===== config.mk =====
export PLATFORM = sky130hd
export DESIGN_NAME = debounced_button_to_midi_event_unit_flat
export DESIGN_NICKNAME = d
export VERILOG_FILES = /design/src/sv/bdm_pkg.sv /design/src/sv/bdm_if.sv /design/src/sv/bdm_cfg_regs.sv /design/src/sv/bdm_state_mem.sv /design/src/sv/bdm_event_logic.sv /design/src/sv/debounced_button_to_midi_event_unit.sv /design/src/flat_wrapper.sv
export VERILOG_INCLUDE_DIRS = /design/src /design/src/sv
export SDC_FILE = /design/constraint.sdc
export NUM_CORES = 1
export LEC_CHECK = 0
export ABC_AREA = 1
export BUFFER_PORTS_ARGS = -buffer_cell sky130_fd_sc_hd__buf_2
export CELL_PAD_IN_SITES_DETAIL_PLACEMENT = 1
export CELL_PAD_IN_SITES_GLOBAL_PLACEMENT = 1
export CORE_MARGIN = 4
export CORE_UTILIZATION = 39
export DETAILED_ROUTE_END_ITERATION = 10
export PLACE_DENSITY = 0.74
export SYNTH_ARGS = -nofsm -noshare
export SYNTH_HDL_FRONTEND = slang
export SYNTH_SLANG_ARGS = --single-unit

===== constraint.sdc =====
create_clock -name clk -period 4.6 [get_ports clk]
set_input_delay 0.69 -clock clk [delete_from_list [all_inputs] [get_ports clk]]
set_output_delay 0.69 -clock clk [all_outputs]
set_load 0.1 [all_outputs]

===== src/sv/debounced_button_to_midi_event_unit_macros.svh =====
// Assertion macros shared by the button-to-MIDI RTL.
// Needs nothing else; included by the top level, the file that carries assertions.
`ifndef DEBOUNCED_BUTTON_TO_MIDI_EVENT_UNIT_MACROS_SVH
`define DEBOUNCED_BUTTON_TO_MIDI_EVENT_UNIT_MACROS_SVH

// Same-cycle implication, disabled during reset
`define BDM_ASSERT_IMPL(label, clk, rst_n, ante, cons, msg) \
    label: assert property (@(posedge clk) disable iff (!rst_n) (ante) |-> (cons)) \
        else $error(msg);

// Next-cycle implication, disabled during reset
`define BDM_ASSERT_NEXT(label, clk, rst_n, ante, cons, msg) \
    label: assert property (@(posedge clk) disable iff (!rst_n) (ante) |=> (cons)) \
        else $error(msg);

`endif


===== src/sv/bdm_pkg.sv =====
// Shared types and constants of the button-to-MIDI event unit.
// No dependencies; used by the interfaces and every module.
package bdm_pkg;

    // Debounce history
    localparam int HIST_W = 8;
    localparam logic [HIST_W-1:0] HIST_TOP = 8'b1000_0000;
    localparam logic [HIST_W-1:0] HIST_ALL = 8'hFF;

    // Field widths
    localparam int IDX_W     = 6;
    localparam int MSG_W     = 2;
    localparam int NUM_W     = 7;
    localparam int VAL_W     = 7;
    localparam int CHAN_W    = 5;
    localparam int CFG_IDX_W = 2;
    localparam int CFG_DAT_W = 7;

    localparam int NUM_BUTTONS_DEF = 64;

    // Reset values of the settings
    localparam logic [CHAN_W-1:0] NOTE_CHAN_RST = 5'd1;
    localparam logic [CHAN_W-1:0] PROG_CHAN_RST = 5'd1;
    localparam logic [VAL_W-1:0]  ON_VEL_RST    = 7'd127;
    localparam logic [VAL_W-1:0]  OFF_VEL_RST   = 7'd0;

    localparam logic MODE_LATCHING = 1'b1;

    typedef enum logic [MSG_W-1:0] {
        MSG_NOTE = 2'd0,
        MSG_CC   = 2'd1,
        MSG_PC   = 2'd2
    } msg_kind_t;

    typedef enum logic [1:0] {
        KIND_NOTE_ON  = 2'd0,
        KIND_NOTE_OFF = 2'd1,
        KIND_CC       = 2'd2,
        KIND_PC       = 2'd3
    } evt_kind_t;

    typedef enum logic [CFG_IDX_W-1:0] {
        CFG_NOTE_CHANNEL    = 2'd0,
        CFG_PROGRAM_CHANNEL = 2'd1,
        CFG_ON_VELOCITY     = 2'd2,
        CFG_OFF_VELOCITY    = 2'd3
    } cfg_reg_t;

    typedef struct packed {
        logic [IDX_W-1:0] button_index;
        logic             raw_level;
        logic             use_debounce;
        logic             encoder_member;
        logic             button_mode;
        logic [MSG_W-1:0] message_kind;
        logic [NUM_W-1:0] midi_number;
    } item_t;

    typedef struct packed {
        logic              event_valid;
        logic [1:0]        event_kind;
        logic [NUM_W-1:0]  event_number;
        logic [VAL_W-1:0]  event_value;
        logic [CHAN_W-1:0] event_channel;
    } evt_t;

    typedef struct packed {
        logic [HIST_W-1:0] history;
        logic              pressed;
        logic              prev_level;
    } btn_state_t;

    typedef struct packed {
        logic [CHAN_W-1:0] note_channel;
        logic [CHAN_W-1:0] program_channel;
        logic [VAL_W-1:0]  on_velocity;
        logic [VAL_W-1:0]  off_velocity;
    } cfg_t;

endpackage


===== src/sv/bdm_if.sv =====
// Valid/ready channel interfaces: button samples, MIDI events, settings writes.
// Depends on bdm_pkg.
interface bdm_in_if;
    import bdm_pkg::*;
    logic             valid;
    logic             ready;
    logic [IDX_W-1:0] button_index;
    logic             raw_level;
    logic             use_debounce;
    logic             encoder_member;
    logic             button_mode;
    logic [MSG_W-1:0] message_kind;
    logic [NUM_W-1:0] midi_number;

    modport source (output valid, button_index, raw_level, use_debounce, encoder_member,
                    button_mode, message_kind, midi_number, input ready);
    modport sink (input valid, button_index, raw_level, use_debounce, encoder_member,
                  button_mode, message_kind, midi_number, output ready);
endinterface

interface bdm_out_if;
    import bdm_pkg::*;
    logic              valid;
    logic              ready;
    logic              event_valid;
    logic [1:0]        event_kind;
    logic [NUM_W-1:0]  event_number;
    logic [VAL_W-1:0]  event_value;
    logic [CHAN_W-1:0] event_channel;

    modport source (output valid, event_valid, event_kind, event_number, event_value,
                    event_channel, input ready);
    modport sink (input valid, event_valid, event_kind, event_number, event_value,
                  event_channel, output ready);
endinterface

interface bdm_cfg_if;
    import bdm_pkg::*;
    logic                 valid;
    logic                 ready;
    logic [CFG_IDX_W-1:0] index;
    logic [CFG_DAT_W-1:0] data;

    modport source (output valid, index, data, input ready);
    modport sink (input valid, index, data, output ready);
endinterface


===== src/sv/bdm_cfg_regs.sv =====
// Settings registers (channels and velocities) behind the write channel.
// Depends on bdm_pkg and bdm_if.
module bdm_cfg_regs (
    input  logic          clk,
    input  logic          rst_n,
    bdm_cfg_if.sink       cfg,
    output bdm_pkg::cfg_t cfg_regs
);
    import bdm_pkg::*;

    cfg_t cfg_reg;
    cfg_t cfg_next;

    // Writes are always taken
    assign cfg.ready = 1'b1;
    assign cfg_regs  = cfg_reg;

    // Register decode
    always_comb
    begin
        cfg_next = cfg_reg;
        if (cfg.valid)
        begin
            case (cfg.index)
                CFG_NOTE_CHANNEL:    cfg_next.note_channel    = cfg.data[CHAN_W-1:0];
                CFG_PROGRAM_CHANNEL: cfg_next.program_channel = cfg.data[CHAN_W-1:0];
                CFG_ON_VELOCITY:     cfg_next.on_velocity     = cfg.data[VAL_W-1:0];
                CFG_OFF_VELOCITY:    cfg_next.off_velocity    = cfg.data[VAL_W-1:0];
                default:             cfg_next = cfg_reg;
            endcase
        end
    end

    always_ff @(posedge clk or negedge rst_n)
    begin
        if (!rst_n)
        begin
            cfg_reg.note_channel    <= NOTE_CHAN_RST;
            cfg_reg.program_channel <= PROG_CHAN_RST;
            cfg_reg.on_velocity     <= ON_VEL_RST;
            cfg_reg.off_velocity    <= OFF_VEL_RST;
        end
        else
        begin
            cfg_reg <= cfg_next;
        end
    end

endmodule


===== src/sv/bdm_state_mem.sv =====
// Per-button state memory (history, pressed, previous level) with valid bits.
// Registered read with write-to-read forwarding. Depends on bdm_pkg.
module bdm_state_mem #(
    parameter int NUM_BUTTONS = bdm_pkg::NUM_BUTTONS_DEF,
    parameter int AW          = (NUM_BUTTONS > 1) ? $clog2(NUM_BUTTONS) : 1
) (
    input  logic                clk,
    input  logic                rst_n,
    input  logic                rd_en,
    input  logic [AW-1:0]       rd_addr,
    output bdm_pkg::btn_state_t rd_data,
    input  logic                wr_en,
    input  logic [AW-1:0]       wr_addr,
    input  bdm_pkg::btn_state_t wr_data
);
    import bdm_pkg::*;

    btn_state_t             mem [NUM_BUTTONS];
    logic [NUM_BUTTONS-1:0] valid_reg;
    btn_state_t             rd_data_reg;

    assign rd_data = rd_data_reg;

    // Storage write
    always_ff @(posedge clk)
    begin
        if (wr_en)
        begin
            mem[wr_addr] <= wr_data;
        end
    end

    // Entry valid bits; an unwritten entry reads as all zero
    always_ff @(posedge clk or negedge rst_n)
    begin
        if (!rst_n)
        begin
            valid_reg <= '0;
        end
        else if (wr_en)
        begin
            valid_reg[wr_addr] <= 1'b1;
        end
    end

    // Registered read; a write to the same entry on this edge is forwarded
    always_ff @(posedge clk)
    begin
        if (rd_en)
        begin
            if (wr_en && (wr_addr == rd_addr))
            begin
                rd_data_reg <= wr_data;
            end
            else if (valid_reg[rd_addr])
            begin
                rd_data_reg <= mem[rd_addr];
            end
            else
            begin
                rd_data_reg <= '0;
            end
        end
    end

endmodule


===== src/sv/bdm_event_logic.sv =====
// Debounce, momentary/latching decision and MIDI event build for one sample.
// Purely combinational; depends on bdm_pkg.
module bdm_event_logic (
    input  bdm_pkg::item_t      item,
    input  bdm_pkg::btn_state_t state,
    input  bdm_pkg::cfg_t       cfg,
    output logic                emit,
    output bdm_pkg::evt_t       evt,
    output bdm_pkg::btn_state_t next_state
);
    import bdm_pkg::*;

    logic              level;
    logic              accepted;
    logic              momentary;
    logic [HIST_W-1:0] hist_shift;

    always_comb
    begin
        // encoder members always read as released
        level      = item.raw_level & ~item.encoder_member;
        hist_shift = {state.history[HIST_W-2:0], level} | HIST_TOP;
        momentary  = (item.message_kind == MSG_PC) || (item.button_mode != MODE_LATCHING);
        next_state = state;
        accepted   = 1'b1;
        emit       = 1'b0;
        evt        = '0;
        evt.event_valid   = 1'b1;
        evt.event_number  = item.midi_number;
        evt.event_channel = cfg.note_channel;

        // shift debouncer: level stands once the last seven samples agree
        if (item.use_debounce)
        begin
            next_state.history = hist_shift;
            accepted = (hist_shift == HIST_TOP) || (hist_shift == HIST_ALL);
        end

        if (accepted)
        begin
            if (momentary)
            begin
                if (level)
                begin
                    if (!state.pressed)
                    begin
                        next_state.pressed = 1'b1;
                        case (item.message_kind)
                            MSG_PC:
                            begin
                                emit = 1'b1;
                                evt.event_kind    = KIND_PC;
                                evt.event_channel = cfg.program_channel;
                            end
                            MSG_NOTE:
                            begin
                                emit = 1'b1;
                                evt.event_kind  = KIND_NOTE_ON;
                                evt.event_value = cfg.on_velocity;
                            end
                            MSG_CC:
                            begin
                                emit = 1'b1;
                                evt.event_kind  = KIND_CC;
                                evt.event_value = cfg.on_velocity;
                            end
                            default: emit = 1'b0;
                        endcase
                    end
                end
                else if (state.pressed)
                begin
                    next_state.pressed = 1'b0;
                    // program change sends nothing on release
                    case (item.message_kind)
                        MSG_NOTE:
                        begin
                            emit = 1'b1;
                            evt.event_kind  = KIND_NOTE_OFF;
                            evt.event_value = cfg.off_velocity;
                        end
                        MSG_CC:
                        begin
                            emit = 1'b1;
                            evt.event_kind  = KIND_CC;
                            evt.event_value = cfg.off_velocity;
                        end
                        default: emit = 1'b0;
                    endcase
                end
            end
            else if (level && !state.prev_level)
            begin
                // latching: toggle on each press edge, always notes
                emit = 1'b1;
                next_state.pressed = ~state.pressed;
                if (state.pressed)
                begin
                    evt.event_kind  = KIND_NOTE_OFF;
                    evt.event_value = cfg.off_velocity;
                end
                else
                begin
                    evt.event_kind  = KIND_NOTE_ON;
                    evt.event_value = cfg.on_velocity;
                end
            end
            next_state.prev_level = level;
        end
    end

endmodule


===== src/sv/debounced_button_to_midi_event_unit.sv =====
// Debounced button to MIDI event unit, top level.
// Channels: btn_in takes one button sample with its settings per beat;
// evt_out gives one MIDI event beat per sample that causes an event;
// samples that cause no event produce no beat. cfg writes the channel
// and velocity registers (index 0..3) and is always ready.
// An accepted sample enters stage 1 with its state read from the state
// memory, and its event then goes to the output register. Throughput: one
// sample per cycle unless stalled, set by the read-modify-write of the
// per-button state memory; a read of a button written on the same edge is forwarded.
// Samples whose button index is at or beyond NUM_BUTTONS are dropped.
// Reset: all button state reads as zero (per-entry valid bits cleared at
// once), channels reset to 1, on velocity to 127, off velocity to 0; no
// clearing pass, samples are taken from the first cycle after reset.
// Stall: while an event waits in the output register, a sample in the
// working stage that causes no event still moves on; one that causes an
// event holds the stage, and btn_in.ready drops until the event is taken.
// Depends on bdm_pkg, bdm_if, bdm_cfg_regs, bdm_state_mem, bdm_event_logic.
`include "debounced_button_to_midi_event_unit_macros.svh"

module debounced_button_to_midi_event_unit #(
    parameter int NUM_BUTTONS = bdm_pkg::NUM_BUTTONS_DEF
) (
    input  logic      clk,
    input  logic      rst_n,
    bdm_in_if.sink    btn_in,
    bdm_out_if.source evt_out,
    bdm_cfg_if.sink   cfg
);
    import bdm_pkg::*;

    localparam int AW = (NUM_BUTTONS > 1) ? $clog2(NUM_BUTTONS) : 1;
    localparam int XW = (AW > IDX_W) ? AW : IDX_W;

    cfg_t       cfg_regs;
    item_t      in_item;
    logic       accept;
    logic       in_range;
    logic [XW-1:0] idx_ext;
    logic [AW-1:0] rd_addr;

    logic       s1_valid_reg;
    logic       s1_valid_next;
    item_t      s1_item_reg;
    logic       s1_in_range_reg;
    logic [AW-1:0] s1_addr_reg;
    btn_state_t s1_state;
    logic       s1_adv;

    logic       ev_emit;
    evt_t       ev;
    btn_state_t st_next;
    logic       wr_en;
    logic       load_out;

    logic       out_valid_reg;
    logic       out_valid_next;
    evt_t       out_evt_reg;

    // Settings registers
    bdm_cfg_regs u_cfg (
        .clk      (clk),
        .rst_n    (rst_n),
        .cfg      (cfg),
        .cfg_regs (cfg_regs)
    );

    // Input beat
    assign in_item.button_index   = btn_in.button_index;
    assign in_item.raw_level      = btn_in.raw_level;
    assign in_item.use_debounce   = btn_in.use_debounce;
    assign in_item.encoder_member = btn_in.encoder_member;
    assign in_item.button_mode    = btn_in.button_mode;
    assign in_item.message_kind   = btn_in.message_kind;
    assign in_item.midi_number    = btn_in.midi_number;

    assign idx_ext  = XW'(btn_in.button_index);
    assign rd_addr  = idx_ext[AW-1:0];
    assign in_range = (32'(btn_in.button_index) < NUM_BUTTONS);

    // A dropped sample never waits for the output register
    assign s1_adv       = s1_valid_reg &&
                          (!(ev_emit && s1_in_range_reg) || !out_valid_reg || evt_out.ready);
    assign btn_in.ready = !s1_valid_reg || s1_adv;
    assign accept       = btn_in.valid && btn_in.ready;

    // Per-button state, read on accept, written when the sample leaves stage 1
    assign wr_en = s1_adv && s1_in_range_reg;

    bdm_state_mem #(
        .NUM_BUTTONS (NUM_BUTTONS),
        .AW          (AW)
    ) u_mem (
        .clk     (clk),
        .rst_n   (rst_n),
        .rd_en   (accept && in_range),
        .rd_addr (rd_addr),
        .rd_data (s1_state),
        .wr_en   (wr_en),
        .wr_addr (s1_addr_reg),
        .wr_data (st_next)
    );

    // Decision logic for the sample in stage 1
    bdm_event_logic u_logic (
        .item       (s1_item_reg),
        .state      (s1_state),
        .cfg        (cfg_regs),
        .emit       (ev_emit),
        .evt        (ev),
        .next_state (st_next)
    );

    // Stage 1 control
    always_comb
    begin
        if (accept)
        begin
            s1_valid_next = 1'b1;
        end
        else if (s1_adv)
        begin
            s1_valid_next = 1'b0;
        end
        else
        begin
            s1_valid_next = s1_valid_reg;
        end
    end

    always_ff @(posedge clk or negedge rst_n)
    begin
        if (!rst_n)
        begin
            s1_valid_reg <= 1'b0;
        end
        else
        begin
            s1_valid_reg <= s1_valid_next;
        end
    end

    // Stage 1 payload
    always_ff @(posedge clk)
    begin
        if (accept)
        begin
            s1_item_reg     <= in_item;
            s1_in_range_reg <= in_range;
            s1_addr_reg     <= rd_addr;
        end
    end

    // Output register
    assign load_out = s1_adv && s1_in_range_reg && ev_emit;

    always_comb
    begin
        if (load_out)
        begin
            out_valid_next = 1'b1;
        end
        else if (evt_out.ready)
        begin
            out_valid_next = 1'b0;
        end
        else
        begin
            out_valid_next = out_valid_reg;
        end
    end

    always_ff @(posedge clk or negedge rst_n)
    begin
        if (!rst_n)
        begin
            out_valid_reg <= 1'b0;
        end
        else
        begin
            out_valid_reg <= out_valid_next;
        end
    end

    always_ff @(posedge clk)
    begin
        if (load_out)
        begin
            out_evt_reg <= ev;
        end
    end

    assign evt_out.valid         = out_valid_reg;
    assign evt_out.event_valid   = out_evt_reg.event_valid;
    assign evt_out.event_kind    = out_evt_reg.event_kind;
    assign evt_out.event_number  = out_evt_reg.event_number;
    assign evt_out.event_value   = out_evt_reg.event_value;
    assign evt_out.event_channel = out_evt_reg.event_channel;

    // Assertions
    `BDM_ASSERT_NEXT(a_fwd_same_button, clk, rst_n,
        accept && in_range && wr_en && (s1_addr_reg == rd_addr),
        s1_state == $past(st_next),
        "state write not forwarded to next read of same button")
    `BDM_ASSERT_IMPL(a_load_when_free, clk, rst_n, load_out,
        !out_valid_reg || evt_out.ready, "event loaded over an untaken event")
    `BDM_ASSERT_NEXT(a_load_shows, clk, rst_n, load_out,
        evt_out.valid && evt_out.event_valid, "loaded event not presented")
    `BDM_ASSERT_IMPL(a_pc_value_zero, clk, rst_n,
        evt_out.valid && (evt_out.event_kind == KIND_PC),
        evt_out.event_value == '0, "program change with nonzero value")

endmodule

===== src/flat_wrapper.sv =====
// flat-port wrapper written by rule: the top's interface ports become plain ports
module debounced_button_to_midi_event_unit_flat import bdm_pkg::*;
#(
    parameter int NUM_BUTTONS = bdm_pkg::NUM_BUTTONS_DEF
)
  (clk, rst_n, btn_in_valid, btn_in_button_index, btn_in_raw_level, btn_in_use_debounce, btn_in_encoder_member, btn_in_button_mode, btn_in_message_kind, btn_in_midi_number, btn_in_ready, evt_out_valid, evt_out_event_valid, evt_out_event_kind, evt_out_event_number, evt_out_event_value, evt_out_event_channel, evt_out_ready, cfg_valid, cfg_index, cfg_data, cfg_ready);
  bdm_in_if btn_in_i ();
  bdm_out_if evt_out_i ();
  bdm_cfg_if cfg_i ();
  input  logic clk;
  input  logic rst_n;
  input wire logic [$bits(btn_in_i.valid)-1:0] btn_in_valid;
  input wire logic [$bits(btn_in_i.button_index)-1:0] btn_in_button_index;
  input wire logic [$bits(btn_in_i.raw_level)-1:0] btn_in_raw_level;
  input wire logic [$bits(btn_in_i.use_debounce)-1:0] btn_in_use_debounce;
  input wire logic [$bits(btn_in_i.encoder_member)-1:0] btn_in_encoder_member;
  input wire logic [$bits(btn_in_i.button_mode)-1:0] btn_in_button_mode;
  input wire logic [$bits(btn_in_i.message_kind)-1:0] btn_in_message_kind;
  input wire logic [$bits(btn_in_i.midi_number)-1:0] btn_in_midi_number;
  output wire logic [$bits(btn_in_i.ready)-1:0] btn_in_ready;
  output wire logic [$bits(evt_out_i.valid)-1:0] evt_out_valid;
  output wire logic [$bits(evt_out_i.event_valid)-1:0] evt_out_event_valid;
  output wire logic [$bits(evt_out_i.event_kind)-1:0] evt_out_event_kind;
  output wire logic [$bits(evt_out_i.event_number)-1:0] evt_out_event_number;
  output wire logic [$bits(evt_out_i.event_value)-1:0] evt_out_event_value;
  output wire logic [$bits(evt_out_i.event_channel)-1:0] evt_out_event_channel;
  input wire logic [$bits(evt_out_i.ready)-1:0] evt_out_ready;
  input wire logic [$bits(cfg_i.valid)-1:0] cfg_valid;
  input wire logic [$bits(cfg_i.index)-1:0] cfg_index;
  input wire logic [$bits(cfg_i.data)-1:0] cfg_data;
  output wire logic [$bits(cfg_i.ready)-1:0] cfg_ready;
  assign btn_in_i.valid = btn_in_valid;
  assign btn_in_i.button_index = btn_in_button_index;
  assign btn_in_i.raw_level = btn_in_raw_level;
  assign btn_in_i.use_debounce = btn_in_use_debounce;
  assign btn_in_i.encoder_member = btn_in_encoder_member;
  assign btn_in_i.button_mode = btn_in_button_mode;
  assign btn_in_i.message_kind = btn_in_message_kind;
  assign btn_in_i.midi_number = btn_in_midi_number;
  assign btn_in_ready = btn_in_i.ready;
  assign evt_out_valid = evt_out_i.valid;
  assign evt_out_event_valid = evt_out_i.event_valid;
  assign evt_out_event_kind = evt_out_i.event_kind;
  assign evt_out_event_number = evt_out_i.event_number;
  assign evt_out_event_value = evt_out_i.event_value;
  assign evt_out_event_channel = evt_out_i.event_channel;
  assign evt_out_i.ready = evt_out_ready;
  assign cfg_i.valid = cfg_valid;
  assign cfg_i.index = cfg_index;
  assign cfg_i.data = cfg_data;
  assign cfg_ready = cfg_i.ready;
  debounced_button_to_midi_event_unit #(.NUM_BUTTONS(NUM_BUTTONS)) u_core (.clk(clk), .rst_n(rst_n), .btn_in(btn_in_i), .evt_out(evt_out_i), .cfg(cfg_i));
endmodule

Word level (Yosys, flattened, before mapping)

Memories as Yosys holds them, arrays and structs flattened.
Index checks and enable logic that the tools add are counted.

Magnitude comparators: 3
Equal/unequal tests: 7
Multiplexer cells: 46
Bitwise logic cells: 5
Reductions and logical operators: 26

Operators with widths:

| kind                                                               | count |
|---|---|
| bitwise OR 64 bit                                                  | 1 |
| 2-to-1 mux 7 bit                                                   | 7 |
| 2-to-1 mux 1 bit                                                   | 22 |
| 2-to-1 mux 10 bit                                                  | 2 |
| 2-to-1 mux 5 bit                                                   | 4 |
| less-than comparator 6 x 7 -> 1 bit (second input constant)        | 2 |
| 2-to-1 mux 12 bit                                                  | 1 |
| 2-to-1 mux 2 bit                                                   | 5 |
| 2-to-1 mux 8 bit                                                   | 1 |
| case mux 2 bit (2 select lines)                                    | 2 |
| AND reduction 2 bit                                                | 4 |
| equality test 7 bit (second input constant)                        | 1 |
| zero test 7 bit                                                    | 1 |
| binary-select mux 1 bit (select 6 bit)                             | 1 |
| demux 1 bit (select 6 bit)                                         | 1 |
| equality test 2 bit (second input constant)                        | 3 |
| equality test 6 bit                                                | 1 |
| greater-or-equal comparator 6 x 1 -> 1 bit (second input constant) | 1 |
| logical AND 1 bit                                                  | 6 |
| logical OR 1 bit                                                   | 5 |
| equality test 2 x 1 -> 1 bit (second input constant)               | 2 |
| zero test 1 bit                                                    | 4 |
| zero test 2 bit                                                    | 2 |
| nonzero test 2 bit                                                 | 2 |
| 4 further kinds                                                    | 6 |

Flip-flop bits (word level): 140
RAM bits: 640
Input bits: 33
Output and inout port bits: 25
Word-level logic and storage cells: 109
Memories: 1

Memory list:

| memory           | depth | bits a word | read ports | clocked after memory_dff | wr ports | line                | text |
|---|---|---|---|---|---|---|---|
| u_core.u_mem.mem | 64    | 10          | 1          | 0                        | 1        | bdm_state_mem.sv:18 | `btn_state_t mem [NUM_BUTTONS];` |

Logic depth before layout (Yosys ltp)

Gate-level depths: netlist of run 1.

Depth in word-level cells: 14
Mapped depth: 13
Mapped depth without buffers: 11

Hierarchy

Synthesis of run 1 repeated with hierarchy kept, for this count alone.

Cell total of the unflattened synthesis: 2958
Area, all modules: 32936.6 sq um

Modules (own cells, without submodules):

| module                              | instances | cells each | area an instance (sq um) | seq. area each (sq um) |
|---|---|---|---|---|
| bdm_state_mem                       | 1         | 2560       | 29311.9                  | 21120.3 |
| debounced_button_to_midi_event_unit | 1         | 55         | 1338.8                   | 1281.2 |
| bdm_event_logic                     | 1         | 231        | 1186.1                   | 0.0 |
| bdm_cfg_regs                        | 1         | 112        | 1099.8                   | 611.8 |

Worst setup path after synthesis of run 1

No wires, ideal clock.

Path kind: reg2reg
Start: reg u_core.s1_item_reg[10] (netlist bit)
End: mem u_core.u_mem.mem[0][0] (netlist bit) (data pin)
Library setup time: 0.712 ns
Data arrival time: 3.521 ns
Required time: 3.888 ns
Setup slack: 0.367 ns
Cell stages (with the launch flop): 6
Buffers on the path: 0
Clock period less this slack: 4.233 ns
Cell sequence: edfxtp_1 nor2_8 nor2_1 nand3_1 o211ai_4 o21ai_0

RTL lines:

| item                   | line                                       | text |
|---|---|---|
| start, declared        | debounced_button_to_midi_event_unit.sv:43  | `item_t s1_item_reg;` |
| start signal, assigned | debounced_button_to_midi_event_unit.sv:147 | `s1_item_reg <= in_item;` |
| end, declared          | bdm_state_mem.sv:18                        |  |

Final worst setup path of run 1

Start: reg u_core.s1_item_reg[10] (netlist bit)
End: out btn_in_ready

Cells in the longest elaborated chain, start to end: 11
Elaborated cells on any way between the ends: 16
Those cells by class: eq/ne (1); mux (5); bitwise (2); reduce/logical (8)

Ends and longest elaborated chain:

| item                                                        | line                                         | text |
|---|---|---|
| NOT 1 bit (*)                                               | bdm_event_logic.sv:21                        | `level = item.raw_level & ~item.encoder_member;` |
| bitwise AND 1 bit (*)                                       | bdm_event_logic.sv:21                        |  |
| equality test 7 bit, or another cell as far along           | bdm_event_logic.sv:36                        | `accepted = (hist_shift == HIST_TOP) \|\| (hist_shift == HIST_ALL);` |
| logical OR 1 bit / 2-to-1 mux 1 bit (equally long branches) | bdm_event_logic.sv:36, bdm_event_logic.sv:92 |  |
| 2-to-1 mux 1 bit (on tied branches)                         | bdm_event_logic.sv:33, bdm_event_logic.sv:41 |  |
| 2-to-1 mux 1 bit (*)                                        | bdm_event_logic.sv:39                        | `if (accepted)` |
| zero test 1 bit (*)                                         | debounced_button_to_midi_event_unit.sv:82    | `(!(ev_emit && s1_in_range_reg) \|\| !out_valid_reg \|\| evt_out.ready);` |
| logical OR 1 bit (*) (2 in a row)                           | debounced_button_to_midi_event_unit.sv:82    |  |
| logical AND 1 bit (*)                                       | debounced_button_to_midi_event_unit.sv:81    | `assign s1_adv = s1_valid_reg &&` |
| logical OR 1 bit (*)                                        | debounced_button_to_midi_event_unit.sv:83    | `assign btn_in.ready = !s1_valid_reg \|\| s1_adv;` |
| end, declared                                               | flat_wrapper.sv:20                           | `output wire logic [$bits(btn_in_i.ready)-1:0] btn_in_ready;` |

Every way passes the cells marked *; elsewhere a longest branch is shown, timed or not.

==> run_results.csv, run 1 <==
group,metric,value,unit
critical_path,critPathLaunchType,"register",
hold_path,hold_class,"input pin to async pin",
power_and_ir_drop,p_comb_share,8.7,%
cells_and_area,flow.area_growth_from_synthesis,12.7,%
placement,place.gp.congestion,0.831,
cells_and_area,layout.nets,2454,
synth,ys_ff_latch,650,
die,ios,58,
critical_path,crit_type,"register to primary output",
routing,postRouteWirelength,77000,um
clock_network,clock_latency,0.61,ns
clock_network,htree_levels,3,
clock_network,clock-root-buffer,"clkbuf_16",
sta,setup_violations,0,
synth,synth_area_leaders,"edfxtp_1, nand2_1, nand3_1",
routing,avgViaCountPerCell,5.50,
clock_network,holdBufCountCts,0,
die,initial_core_util,39.4,%
clock_network,numCtsBuffers,68,
grt,grt_max_degree,147,
cells_and_area,layout_commonest_cell,"nand2_1",
sta,hold_slack,0.194,ns
cells_and_area,post_route_cells_drive_above_1_share,9.40,%
die,die_x,271,um
synth,syn_avg_cell_area,11.3,sq um
power_and_ir_drop,swShare,24.1,%
sta,setup_ws,1.19,ns
power_and_ir_drop,p_per_area,443,nW/um^2
grt,grt_first_pass_wirelength,119000,um
critical_path,cp_max_fo,10,
grt,grt_util_all_layers,21.0,%
synth,ys_seq_area_share,70.6,%
grt,grt_pass1_vias,19874,
power_and_ir_drop,intPower,10.2,mW
grt,antenna_found_initial,3,
cells_and_area,largest_reg_flops,512,
routing,wl_met3,3750,um
sta,min_period,3.41,ns
synth,synthesis.area,27000,sq um
synth,synth_top_area_cell,"edfxtp_1",
critical_path,timing.rr.start,"u_core.s1_item_reg[8]$_DFFE_PP_",
critical_path,cp-end-kind,"primary output",
outcome,status,"complete, no violations",
critical_path,timing.rr.end,"u_core.u_mem.mem[20][2]$_DFFE_PP_",
sta,worst_slew_pin_slew,1.18,ns
synth,ys_types,39,
sta,fin_skew,0.0232,ns
power_and_ir_drop,p_sw,3.25,mW
die,num_rows,96,
synth,ys_warn_count,0,
clock_network,cts.clk_slew.worst_paths,0.06,ns
placement,pre_cts_slack,1.31,ns
clock_network,cts_tree,"built",
critical_path,required,3.91,ns
routing,drt_pass1_iterations,5,
power_and_ir_drop,ir_worst_vdd,0.361,mV
sta,fmax,293,MHz
grt,grt_overflow,0,
sta,rsz0062_at_grt,"false",
routing,drt_iter0_markers,1649,
routing,wl_met1,33300,um
synth,netlist_instances,2399,
cells_and_area,mostFrequentLayoutCells,"nand2_1, edfxtp_1, nand3_1, nor2_1, dfrtp_1",
routing,vias,18693,
power_and_ir_drop,cellLeakagePower,11.4,nW
placement,port_buffers,55,
routing,wl_per_cell,22.7,um
synth,synth.top_cell.area_share,62.2,%
sta,drv_slew,0,
sta,final_hold_viol_count,0,
die,dieArea,73600,sq um
die,core,68700,sq um
clock_network,post_cts_resized,0,
clock_network,clock-sinks,650,
routing,drc,0,
power_and_ir_drop,clkPwrFrac,40.9,%
routing,top_layer,"met4",
sta,relSlewSlack,21.4,%
placement,hpwl,45800,um
job,max_cap_viol_count,0,
routing,wl_met2,37500,um
critical_path,cp.arrival,2.72,ns
clock_network,cts_setup_buffers,0,
power_and_ir_drop,power_frac_seq,50.4,%
die,die_y,271,um
cells_and_area,final_util,44.3,%
critical_path,reg2reg_slack,1.25,ns
routing,drtAntennaViolNets,0,
clock_network,cts.path.max_buffers,3,
critical_path,rr_worst_depth,10,
sta,period_share,74.1,%
sta,setup-tns-final,0,ns
==> cell families after synthesis <==
logic type / after synthesis / share of synthesized area (%)
muxes: 5 / 0.208
adders and majority gates: 6 / 0.278
AOI/OAI and AO/OA: 105 / 2.61
buffers and inverters: 191 / 3.24
and+or+nand+nor: 1441 / 23.1
other: 1 / 0.0139
DFF: 650 / 70.6
==> power groups by stage <==
stage / clock (mW) / combinational [mW] / sequential [mW]
floorplan: 0 / 0.689 / 6.96
global placement: 0 / 1.13 / 6.91
detailed placement: 0 / 1.17 / 6.92
CTS: 5.60 / 1.18 / 6.80
global route: 5.88 / 1.29 / 6.82
finish: 5.52 / 1.18 / 6.80
==> critical path, stage by stage (launching register included) <==
cell	delay, ns
edfxtp_1	0.46
nor2_8	0.24
nand3_4	0.10
o211ai_4	0.40
nand4_4	0.25
or2_2	0.37
buf_2	0.30
==> area by class of cell <==
cell class	count	area [sq um]
Timing Repair Buffer	86	634
Antenna cell	1	2.50
Fill cell	7374	38200
Sequential cell	650	19100
Multi-Input combinational cell	1559	7170
Tap cell	931	1160
Clock buffer	91	1890
Clock inverter	32	318
Inverter	50	205
==> worst max-delay path by stage <==
stage                     cells after the start                        startpoint                                 to
final                                         6  u_core.s1_item_reg[10]$_DFFE_PP_                       btn_in_ready
after global routing                          9   u_core.s1_item_reg[7]$_DFFE_PP_                       btn_in_ready
after CTS                                     6  u_core.s1_item_reg[10]$_DFFE_PP_                       btn_in_ready
after detailed placement                     13            btn_in_button_index[0]  u_core.u_mem.rd_data[0]$_DFFE_PP_
after global placement                       13            btn_in_button_index[0]  u_core.u_mem.rd_data[3]$_DFFE_PP_
after floorplan                               5  u_core.s1_item_reg[10]$_DFFE_PP_   u_core.u_mem.mem[0][0]$_DFFE_PP_
==> per-stage QoR <==
| stage | power (mW) | cell area (sq um) | std cells |
|---|---|---|---|
| final | 13.5 | 30500 | 3400 |
| after global placement | 8.03 | 28300 | 3276 |
| after detailed placement | 8.09 | 28300 | 3276 |
| after CTS | 13.6 | 30500 | 3399 |
| after global routing | 14.0 | 30500 | 3400 |
| after floorplan | 7.65 | 27000 | 2400 |
==> cells in the mapped netlist <==
cell,number
or2_1,6
conb_1,1
nand3_4,1
o211ai_4,1
mux2_2,5
o211ai_2,1
buf_2,62
nand2_1,800
inv_8,1
o21bai_1,56
nor2_8,1
ha_1,6
nor2_1,86
nand3_2,1
dfrtp_1,81
nand4_4,1
o221ai_1,1
clkinv_1,2
nand2_2,1
nand4_1,4
dfstp_2,9
clkbuf_1,40
inv_1,42
buf_6,3
edfxtp_1,560
buf_4,2
nor3_4,1
or2_2,2
nand2_4,8
inv_2,5
o21bai_2,2
a21oi_1,11
o21ai_0,32
nand3_1,512
nor3_1,16
buf_1,30
buf_8,4
nand4_2,1
o22ai_1,1
==> layer usage <==
metal  vias up  GRT usage [%]
met5         -              0
met1      9616           28.1
li1       8361              -
met4         0           6.77
met2       542           35.2
met3       174           3.23
No activity file was read; power rests on OpenSTA's default activity.
==> inputs of run 2 (changes only) <==
ABC_AREA = 0   (was 1)
PLACE_DENSITY = 0.72   (was 0.74)
clock period = 2.77 ns   (was 4.6 ns; I/O delays follow)
==> run 2 against run 1 <==
Flip-flop and latch count did not move; critical path depth unchanged; largest power group unchanged; wire length decreased by 13%; area after synthesis down 4.7%; clock-buffer cell count down 9; largest cell class unchanged; combinational power rose by 55%.
==> run_results.csv, run 2 <==
group,metric,value,unit
synth,ys_warn_count,0,
clock_network,clock_latency,0.62,ns
cells_and_area,flow.area_growth_from_synthesis,20.4,%
routing,wl_per_cell,26.9,um
cells_and_area,layout_commonest_cell,"edfxtp_1",
synth,synth_xor_area_share,0.204,%
critical_path,cp-end-kind,"primary output",
cells_and_area,antenna_cells,0,
placement,hpwl,42500,um
critical_path,cp_max_fo,9,
routing,vias,14145,
sta,period_share,98.4,%
synth,synthSimpleGateAreaFrac,4.73,%
synth,netlist_top_cells_count,"edfxtp_1, mux4_2, nor2_1, dfrtp_1, a22oi_1",
routing,drtAntennaViolNets,0,
routing,wl_met1,27100,um
placement,port_buffers,55,
placement,pre_cts_slack,-0.165,ns
die,num_rows,93,
grt,grt_first_pass_wirelength,100000,um
routing,avgViaCountPerCell,5.66,
routing,postRouteWirelength,67100,um
synth,synth_top_family_by_area,"multiplexers",
sta,fmax,367,MHz
cells_and_area,mostFrequentLayoutCells,"edfxtp_1, buf_4, mux4_2, dfrtp_1, nor2_1",
synth,synthesis.area,25800,sq um
critical_path,max_stage_delay,0.46,ns
cells_and_area,largest_reg_flops,512,
sta,final_hold_viol_count,0,
clock_network,clock-sinks,650,
die,die_y,265,um
routing,drt_iter0_markers,1260,
power_and_ir_drop,clkPwrFrac,42.4,%
clock_network,numCtsBuffers,69,
sta,worst_slew_pin_slew,0.991,ns
sta,setup-tns-final,0,ns
synth,synth.top_cell.area_share,65.2,%
sta,min_period,2.73,ns
critical_path,worst_path_max_delay_cell,"edfxtp_1",
power_and_ir_drop,p_sw,5.09,mW
placement,place.gp.congestion,0.835,
synth,synth_area_leaders,"edfxtp_1, mux4_2, dfrtp_1",
critical_path,cp.arrival,2.31,ns
grt,grt_pass1_vias,15411,
synth,ys_types,53,
synth,synth_compound_area_share,4.81,%
synth,synth-async-reset-ratio,13.8,%
synth,netlist_instances,1344,
power_and_ir_drop,p_comb_share,8.1,%
critical_path,rr_worst_depth,10,
clock_network,htree_levels,3,
grt,antenna_found_initial,0,
die,dieArea,70300,sq um
power_and_ir_drop,p_per_area,733,nW/um^2
critical_path,required,2.35,ns
routing,top_layer,"met4",
clock_network,cts.clk_slew.worst_paths,0.07,ns
cells_and_area,nFillCells,6053,
power_and_ir_drop,power_frac_seq,49.6,%
synth,syn_avg_cell_area,19.2,sq um
sta,setup_violations,0,
hold_path,hold_class,"input pin to register",
job,max_cap_viol_count,0,
clock_network,cts_tree,"built",
sta,rsz0062_at_grt,"true",
synth,synthAdderAreaFrac,0.291,%
routing,drc,0,
sta,setup_ws,0.0448,ns
synth,synth_ff_type,"edfxtp_1",
die,core,64900,sq um
critical_path,crit_type,"register to primary output",
grt,grt_overflow,0,
synth,synth_top_area_cell,"edfxtp_1",
power_and_ir_drop,intPower,17.6,mW
hold_path,holdPathStages,1,
routing,wl_met3,4060,um
die,initial_core_util,39.7,%
power_and_ir_drop,power,22.7,mW
cells_and_area,multiInputGateArea,6420,sq um
sta,fin_skew,0.0325,ns
cells_and_area,regArea,19100,sq um
cells_and_area,layout.nets,1628,
synth,synth.area.mux_share,14.3,%
die,die_x,265,um
grt,grt_max_degree,56,
outcome,status,"complete, no violations",
sta,relSlewSlack,34.0,%
critical_path,worstPathCellList,"nor4_4 > nand3_1 > and3_4 > nor2_4 > nand3_4 > buf_12",
synth,ys_ff_latch,650,
synth,synth_edf_count,560,
routing,drt_pass1_iterations,5,
power_and_ir_drop,swShare,22.4,%
sta,drv_slew,0,
die,ios,58,
clock_network,clock-root-buffer,"clkbuf_16",
power_and_ir_drop,cellLeakagePower,10.7,nW
clock_network,cts.path.max_buffers,3,
critical_path,critPathLaunchType,"register",
synth,ys_seq_area_share,74.0,%
grt,grt_util_all_layers,19.0,%
cells_and_area,post_route_cells_drive_above_1_share,34.2,%
synth,synthMostInstantiatedCell,"edfxtp_1",
power_and_ir_drop,ir_worst_vdd,0.377,mV
routing,wl_met2,33600,um
[run 2: final cells by class]
cell class,instances,share of cell area [%]
sequential,650,61.5
multi-input combinational,617,20.7
timing repair buffer,247,6.65
clock buffer,82,5.93
tap,855,3.45
clock inverter,42,1.73
inverter,4,0.0484
[run 2: logic make-up after synthesis]
family                   count (synthesis)
adder cells (fa/ha/maj)                  6
AO/OA/AOI/OAI                          164
other                                    1
XOR/XNOR                                 6
multiplexers                           197
buffers and inverters                   79
flip-flops                             650
AND/OR/NAND/NOR                        241
[run 2: timing repair]
action / in CTS / in global routing
cloned: 0 / 1
pin swaps: 5 / 6
setup buffers: 1 / 6
hold buffers: 14 / 0
endpoints found under the hold margin: 39 / 0
endpoints found under the setup margin: 225 / 273
resized for setup: 11 / 17
[run 2: final timing paths]
kind	from	endpoint	slack (ns)
max	u_core.u_mem.rd_data[7]$_DFFE_PP_	btn_in_ready	0.04
min	btn_in_use_debounce	u_core.s1_item_reg[11]$_DFFE_PP_	0.02
max reg2reg	u_core.s1_item_reg[8]$_DFFE_PP_	u_core.u_mem.mem[3][7]$_DFFE_PP_	0.10
min reg2reg	u_core.s1_item_reg[4]$_DFFE_PP_	u_core.evt_out.event_number[4]$_DFFE_PP_	0.43
max in group asynchronous	rst_n	u_core.u_mem.valid_reg[59]$_DFFE_PN0P_	1.72
min in group asynchronous	rst_n	u_core.u_cfg.cfg_regs[4]$_DFFE_PN0P_	0.33
[run 2: power by group through the flow]
stage / Combinational [mW] / Clock (mW) / Sequential, mW
4_1_cts: 1.82 / 9.83 / 11.3
2_1_floorplan: 1.02 / 0 / 11.4
3_3_place_gp: 1.70 / 0 / 11.4
3_5_place_dp: 1.78 / 0 / 11.4
6_report: 1.83 / 9.64 / 11.3
5_1_grt: 1.95 / 10.3 / 11.3
[run 2: critical path: cells and delay by family, from the launching register on]
family	cells	cell delay [ns]
simple gates	5	1.01
flops	1	0.46
buf+inv	1	0.20
[run 2: routing by layer]
metal  up-vias  global-route usage, %
li1       5914                      -
met1      7547                   25.0
met2       527                   31.7
met3       157                   3.76
met4         0                   6.95
met5         -                      0
[run 2: through the flow]
| step | area [sq um] | utilization [%] | hold WS, ns | cells |
|---|---|---|---|---|
| 3_5_place_dp | 28400 | 43.7 | 0.405 | 2353 |
| 6_report | 31000 | 47.8 | 0.0192 | 2497 |
| 5_1_grt | 31000 | 47.8 | 0.000447 | 2497 |
| 4_1_cts | 30900 | 47.6 | 0.000468 | 2491 |
| 2_1_floorplan | 25800 | - | 0.120 | 1345 |
| 3_3_place_gp | 28400 | 43.7 | 0.401 | 2353 |
